===== config.mk =====
export PLATFORM = sky130hd
export DESIGN_NAME = mpsm_front
export DESIGN_NICKNAME = d
export VERILOG_FILES = /design/src/sv/mpsm_pkg.sv /design/src/sv/mpsm_front.sv
export SDC_FILE = /design/constraint.sdc
export NUM_CORES = 1
export LEC_CHECK = 0
export ABC_AREA = 1
export BUFFER_PORTS_ARGS = -buffer_cell sky130_fd_sc_hd__buf_2
export CORE_UTILIZATION = 45
export CTS_CLUSTER_DIAMETER = 40
export DETAILED_ROUTE_END_ITERATION = 8
export PLACE_DENSITY = 0.69
export SLEW_MARGIN = 10
export SYNTH_ARGS = -nofsm -noshare
export SYNTH_HDL_FRONTEND = slang
export SYNTH_SLANG_ARGS = --single-unit

===== constraint.sdc =====
create_clock -name clk_i -period 5.5 [get_ports clk_i]
set_clock_uncertainty 0.1 [all_clocks]
set_input_delay 0.275 -clock clk_i [delete_from_list [all_inputs] [get_ports clk_i]]
set_output_delay 0.275 -clock clk_i [all_outputs]
set_load 0.01 [all_outputs]

===== src/sv/mpsm_pkg.sv =====
`default_nettype none
package mpsm_pkg;

  localparam int unsigned Nodes      = 1024;
  localparam int unsigned NodeW      = $clog2(Nodes);
  localparam int unsigned CountW     = NodeW + 1;
  localparam int unsigned Alpha      = 26;
  localparam int unsigned SymW       = 5;
  localparam int unsigned Patterns   = 256;
  localparam int unsigned IdW        = 8;
  localparam int unsigned HeadW      = IdW + 1;
  localparam int unsigned MaxLine    = 1024;
  localparam int unsigned DepW       = 11;
  localparam int unsigned MaxReports = 64;
  localparam int unsigned RepW       = 7;
  localparam int unsigned PosW       = 10;
  localparam int unsigned LineW      = 11;

  localparam logic [1:0] ST_OK   = 2'd0;
  localparam logic [1:0] ST_FULL = 2'd1;
  localparam logic [1:0] ST_CAP  = 2'd2;

  typedef enum logic [2:0] {
    OP_CLEAR = 3'd0,
    OP_ADD   = 3'd1,
    OP_END   = 3'd2,
    OP_BUILD = 3'd3,
    OP_MATCH = 3'd4,
    OP_NOP   = 3'd5
  } op_e;

  typedef struct packed {
    logic [2:0]       opcode;
    logic [SymW-1:0]  symbol;
    logic [IdW-1:0]   pattern_id;
    logic [LineW-1:0] line_index;
    logic [PosW-1:0]  position;
    logic             line_start;
  } req_t;

  typedef struct packed {
    logic [IdW-1:0]  match_id;
    logic [PosW-1:0] start_row;
    logic [PosW-1:0] start_col;
    logic [PosW-1:0] end_row;
    logic [PosW-1:0] end_col;
    logic            valid_match;
    logic            last;
    logic [1:0]      status;
  } rsp_t;

  typedef struct packed {
    op_e  op;
    logic sym_ok;
    req_t req;
  } qent_t;

  typedef struct packed {
    logic  valid;
    qent_t ent;
  } qhead_t;

  typedef logic [Alpha-1:0][NodeW-1:0] row_t;

  typedef enum logic [4:0] {
    S_RST, S_IDLE, S_DISP, S_ADD, S_ADD_NEW, S_END, S_END_RD, S_END_CHK,
    S_B_POP, S_B_U, S_B_ROW, S_B_C, S_B_F, S_B_FCHK,
    S_M_RD, S_M_CHK, S_M_T, S_M_H, S_M_LIST, S_M_EMIT, S_M_FIN
  } st_e;

  function automatic rsp_t ack(input logic [1:0] st);
    rsp_t r;
    r = '0;
    r.last = 1'b1;
    r.status = st;
    return r;
  endfunction

endpackage
`default_nettype wire


===== src/sv/mpsm_front.sv =====
`default_nettype none
module mpsm_front (
  input  wire logic           clk_i,
  input  wire logic           rst_ni,
  input  wire logic           start,
  output logic                busy,
  input  wire mpsm_pkg::req_t req_i,
  output mpsm_pkg::qhead_t    head_o,
  input  wire logic           pop_i
);

  mpsm_pkg::qent_t q_mem [2];
  logic            wr_q, wr_d, rd_q, rd_d;
  logic [1:0]      cnt_q, cnt_d;
  logic            push;
  logic            pop;
  mpsm_pkg::qent_t ent;

  always_comb begin
    ent.req = req_i;
    ent.sym_ok = (req_i.symbol < 5'(mpsm_pkg::Alpha));
    if (req_i.opcode <= 3'(mpsm_pkg::OP_MATCH)) begin
      ent.op = mpsm_pkg::op_e'(req_i.opcode);
    end else begin
      ent.op = mpsm_pkg::OP_NOP;
    end
  end

  assign busy = (cnt_q == 2'd2);
  assign push = start && !busy;
  assign pop = pop_i && (cnt_q != 2'd0);
  assign head_o.valid = (cnt_q != 2'd0);
  assign head_o.ent = q_mem[rd_q];

  always_comb begin
    wr_d = push ? ~wr_q : wr_q;
    rd_d = pop ? ~rd_q : rd_q;
    cnt_d = 2'(cnt_q + {1'b0, push} - {1'b0, pop});
  end

  always_ff @(posedge clk_i) begin
    if (push) begin
      q_mem[wr_q] <= ent;
    end
  end

  always_ff @(posedge clk_i or negedge rst_ni) begin
    if (!rst_ni) begin
      wr_q <= 1'b0;
      rd_q <= 1'b0;
      cnt_q <= 2'd0;
    end else begin
      wr_q <= wr_d;
      rd_q <= rd_d;
      cnt_q <= cnt_d;
    end
  end

endmodule
`default_nettype wire


==> reports/results.tsv, run 1 <==
metric	value	unit
DRT antenna net count	0	
initial antenna violation count	0	
Syn Nets	304	
YS warnings	0	
Layout Nets	399	
minimum clock period	2.33	ns
RSZ-0062 raised after global routing	false	
count of different cell masters after synthesis	15	
Fin Setup TNS	0	ns
Worst-path clk slew	0.08	ns
clock root buffer master	clkbuf_8	
syn_area_per_cell	13.2	sq um
I/O pin cnt	86	
Post-route DRC	0	
WS Path Type	reg -> out	
clock latency on the worst-skew pair	0.33	ns
CP max stage cell	dfrtp_2	
Setup violations, final	0	
Hold Buf Count CTS	1	
post-route cell area	4120	sq um
routed vias	2070	
Mapped Cells	260	
Die ar.	7970	sq um
Startpoint Class	flop	
area grow syn2layout	20.1	%
final slew viol count	0	
DRT Pass-1 Iters	4	
worst slew pin tran	0.911	ns
H-tree Lvls	3	
Peak VDD IR	223	uV
Reg area	2620	sq um
TritonCTS clock tree	yes	
ANT cells	0	
final wirelength	5.62	mm
Placed Area	3880	sq um
DR WL/cell	12.2	microns
worst path cell trace	inv_8 -> nand2_1 -> nand2_1 -> buf_2	
crit-path max FO	44	
GP Congestion	0.702	
TritonCTS buffer count	9	
Initial Utilization	47.0	%
commonest non-fill, non-tap cell in the layout	nand2_1	
max_cap viols	0	
Setup Fix Bufs, Post-CTS	0	
initial DRC count	57	
FMAX	429	MHz
sequential share of the synthesized area	76.6	%
fill cell count	637	
area of the multi-input gates	647	sq um
Final Hold Vio Count	0	
vias in the first global route	1946	
CP Capture Type	output pin	
Final Cycle Share	42.4	%
Pleak	1.79	nW
number of clock sinks	88	
final std cells w/o fill	459	
GRT Total Usage	14.7	%
global-route wire length before repair	8.38	mm
DIE WIDTH	89.3	microns
fraction of layout cells with a size suffix above 1	33.6	%
FF+latch count, synth	88	
Mapped Area	3430	sq um
I/O Buffers	85	
total gr overflow	0	
Post-DP HPWL	3.35	mm
DP Cell Count	435	
max_slew headroom	39.2	%
most used cell, CP	nand2_1	
vias per cell	4.51	
CTS max path bufs	2	
core area	7290	sq um
Pwr per Cell Area	491	nW/um^2
pin count of the biggest net entering global routing	45	
outcome	finished, final reports clean	
site row count	31	
HP Class	in -> reg	
critical path data required time	5.12	ns
CTS resizes	0	
DIE HEIGHT	89.3	microns
Worst EP arrival	1.96	ns
most frequent cells in the layout	122 x nand2_1, 85 x buf_2, 84 x edfxtp_1	
CP max stage delay	0.94	ns
[state kept, by name, indices dropped and copies added, names as in the netlist]
| signal | cells |
|---|---|
| rd_q | 1 |
| wr_q | 1 |
| cnt_q | 2 |
| q_mem | 84 |
[layer usage]
layer  global-route usage, %  share of wire [%]
met5                       0                  0
met4                    5.48                1.2
met2                    26.4                 51
met1                    16.0                 42
met3                    5.45                6.0
[where the power goes]
group          switching (mW)  internal, mW
logic                   0.420         0.232
registers              0.0924         0.916
clock network           0.200         0.159
[synth_stat cells, drive strengths merged]
master,n,area [sq um]
nand2,142,583
edfxtp,84,2520
inv,12,52.6
buf,9,108
dfrtp,4,100
nand3,3,15.0
ha,2,25.0
a21oi,1,5.00
clkbuf,1,3.75
nor2,1,3.75
o211ai,1,7.51
[cell families after synthesis]
| family | share of synthesized area, % |
|---|---|
| AND/OR/NAND/NOR | 17.6 |
| flip-flops | 76.6 |
| buffers and inverters | 4.78 |
| AO/OA/AOI/OAI | 0.365 |
| adder cells (fa/ha/maj) | 0.730 |
[final timing paths]
path	start	to	slack (ns)	cells past startpoint
min in group asynchronous	rst_ni	wr_q$_DFFE_PN0P_	0.17	2
setup reg to reg	wr_q$_DFFE_PN0P_	q_mem[0][19]$_DFFE_PP_	3.71	3
max in group asynchronous	rst_ni	rd_q$_DFFE_PN0P_	5.00	2
setup / recovery	rd_q$_DFFE_PN0P_	head_o[36]	3.17	4
hold / removal	req_i[1]	q_mem[0][1]$_DFFE_PP_	0.03	1
hold reg to reg	wr_q$_DFFE_PN0P_	wr_q$_DFFE_PN0P_	0.40	2
[layout make-up]
cell class	instances	share of cell area, %
clock buffer	11	3.19
clock inverter	5	0.578
inverter	12	1.28
multi-input combinational	150	15.7
sequential	88	63.8
tap	99	3.01
timing repair buffer	94	12.5
[per-stage QoR]
stage	total power, mW	hold slack (ns)	utilization, %	setup WS (ns)
floorplan	1.48	-0.121	-	2.63
finish	2.02	0.0255	56.4	3.17
global route	2.17	0.00133	56.4	3.00
CTS	2.05	0.00477	55.5	3.11
detailed placement	1.69	-0.0150	53.2	3.49
global placement	1.67	-0.0170	53.2	3.51
[worst max-delay path, delay by kind of cell, from the launching register on]
kind          cells  cell delay [ns]
flops             1             0.94
buf+inv           2             0.43
simple gates      2             0.22
No activity file was read; power rests on OpenSTA's default activity.
==> run 2, diff against run 1 <==
==> constraint.sdc (replaced) <==
create_clock -name clk_i -period 2.4 [get_ports clk_i]
set_clock_uncertainty 0.1 [all_clocks]
set_input_delay 0.12 -clock clk_i [delete_from_list [all_inputs] [get_ports clk_i]]
set_output_delay 0.12 -clock clk_i [all_outputs]
set_load 0.01 [all_outputs]
==> reports/results.tsv, run 2 (synthesis results as in run 1) <==
metric	value	unit	change
Critical Path Sink	head_o[31]		
clock root buffer master	clkbuf_8		
Worst R2R End	q_mem[0][9]$_DFFE_PP_		
WS Path Type	reg -> out		
outcome	finished, final reports clean		
Post-route DRC	0		unchanged
initial DRC count	144		+150%
DRT Pass-1 Iters	4		unchanged
cell family with most CP delay	flip-flops		
core area	7290	sq um	unchanged
flop2flop setup slack	0.71	ns	-3.00 ns
Final Hold Vio Count	0		unchanged
HP Class	reg -> reg		
Pleak	1.97	nW	+10%
Fin Setup TNS	0	ns	unchanged
registers with the most flip-flops	q_mem x84, cnt_q x2		
fill cell count	595		-6.6%
FMAX	507	MHz	
Worst-path clk slew	0.08	ns	about the same
Die ar.	7970	sq um	unchanged
I/O Buffers	85		unchanged
Post-DP HPWL	3.87	mm	+16%
GP Congestion	0.733		+4.4%
DIE WIDTH	89.3	microns	unchanged
max reg flops	84		unchanged
vias per cell	4.62		+2.5%
post-route cell area	4510	sq um	+9.6%
CTS max path bufs	2		unchanged
Worst EP arrival	1.75	ns	-0.21 ns
worst path cell trace	buf_4 -> nand2_1 -> nand2_1 -> buf_2		
instance count on the critical path	4		unchanged
max_slew headroom	63.6	%	+24 points
Startpoint Class	flop		
number of clock sinks	88		unchanged
minimum clock period	1.97	ns	
Largest Register	q_mem		
DRT antenna net count	0		unchanged
CP Capture Type	output pin		
RSZ-0062 raised after global routing	false		
CP max stage delay	0.72	ns	-0.22 ns
Setup violations, final	0		unchanged
Layout Nets	437		+9.5%
final wirelength	6.91	mm	+23%
most frequent cells in the layout	122 x nand2_1, 85 x buf_2, 84 x edfxtp_1		
worst r2r src	cnt_q[0]$_DFF_PN0_		
TritonCTS clock tree	yes		
total gr overflow	0		unchanged
Placed Area	3910	sq um	+0.77%
DR WL/cell	13.9	microns	+14%
GRT Total Usage	18.3	%	+3.5 points
crit-path max FO	24		-45%
Pwr per Cell Area	1080	nW/um^2	+120%
I/O pin cnt	86		unchanged
fraction of layout cells with a size suffix above 1	31.7	%	-2.0 points
CP max stage cell	dfrtp_2		
Initial Utilization	47.0	%	unchanged
site row count	31		unchanged
routed vias	2298		+11%
area grow syn2layout	31.6	%	
Final Cycle Share	82.2	%	
Peak VDD IR	776	uV	+250%
initial antenna violation count	0		unchanged
clock latency on the worst-skew pair	0.34	ns	about the same
CP bufs+invs	2		unchanged
critical path data required time	2.18	ns	-2.94 ns
H-tree Lvls	3		unchanged
pin count of the biggest net entering global routing	44		-2.2%
DIE HEIGHT	89.3	microns	unchanged
final slew viol count	0		unchanged
worst slew pin tran	0.546	ns	-0.365 ns
global-route wire length before repair	10.3	mm	+22%
worst reg2reg path depth	5		+2
vias in the first global route	2230		+15%
commonest non-fill, non-tap cell in the layout	nand2_1		
Worst Setup SP	rd_q$_DFFE_PN0P_		
TritonCTS buffer count	9		unchanged
ANT cells	0		unchanged
most used cell, CP	nand2_1		
max_cap viols	0		unchanged
## run 2: timing repair
item | CTS | global route
setup buffers | 0 | 0
resized for setup | 0 | 0
hold endpoints to repair | 88 | 0
hold buffers | 42 | 0
## run 2: routing by layer
metal / up-vias / track usage (%) / wire, microns
li1: 1124 / - / -
met1: 1092 / 21.1 / 2950
met2: 72 / 32.3 / 3570
met3: 10 / 4.62 / 279
met4: 0 / 7.94 / 110
met5: - / 0 / 0
## run 2: worst min-delay path by stage
stage	start	to	slack [ns]	cells after the start
after floorplan	rst_ni	cnt_q[0]$_DFF_PN0_	-0.28	0
after global routing	req_i[20]	q_mem[0][20]$_DFFE_PP_	0.39	2
final	wr_q$_DFFE_PN0P_	wr_q$_DFFE_PN0P_	0.39	2
after detailed placement	rst_ni	cnt_q[0]$_DFF_PN0_	-0.17	1
after global placement	rst_ni	cnt_q[0]$_DFF_PN0_	-0.17	1
after CTS	req_i[2]	q_mem[0][2]$_DFFE_PP_	0.38	2
## run 2: worst min-delay path, cell delays in order, from the launching register on
cell     delay [ns]
dfrtp_1        0.35
nand2_1        0.05
nand2_1        0.05
## run 2: cell type report
cell class | instances | area [sq um] | area share [%]
Clock buffer | 11 | 131 | 2.91
Multi-Input combinational cell | 150 | 647 | 14.3
Timing Repair Buffer | 132 | 883 | 19.6
Inverter | 12 | 52.6 | 1.17
Sequential cell | 88 | 2620 | 58.2
Clock inverter | 5 | 47.5 | 1.05
Tap cell | 99 | 124 | 2.75
## run 2: where the power goes
| part | switching [mW] | total, mW | internal (mW) |
|---|---|---|---|
| combinational | 1.07 | 1.67 | 0.598 |
| clock | 0.488 | 0.960 | 0.472 |
| sequential | 0.168 | 2.26 | 2.09 |
| total | 1.73 | 4.89 | 3.16 |
## run 2: per-stage QoR
| stage | hold WS [ns] | total power, mW | util, % | setup slack, ns | instances |
|---|---|---|---|---|---|
| floorplan | -0.276 | 3.39 | - | 0.229 | 260 |
| global placement | -0.172 | 3.87 | 53.6 | 0.735 | 439 |
| detailed placement | -0.174 | 3.92 | 53.6 | 0.691 | 439 |
| CTS | 0.378 | 4.91 | 61.8 | 0.425 | 497 |
| global route | 0.386 | 5.22 | 61.8 | 0.318 | 497 |
| finish | 0.389 | 4.89 | 61.8 | 0.428 | 497 |
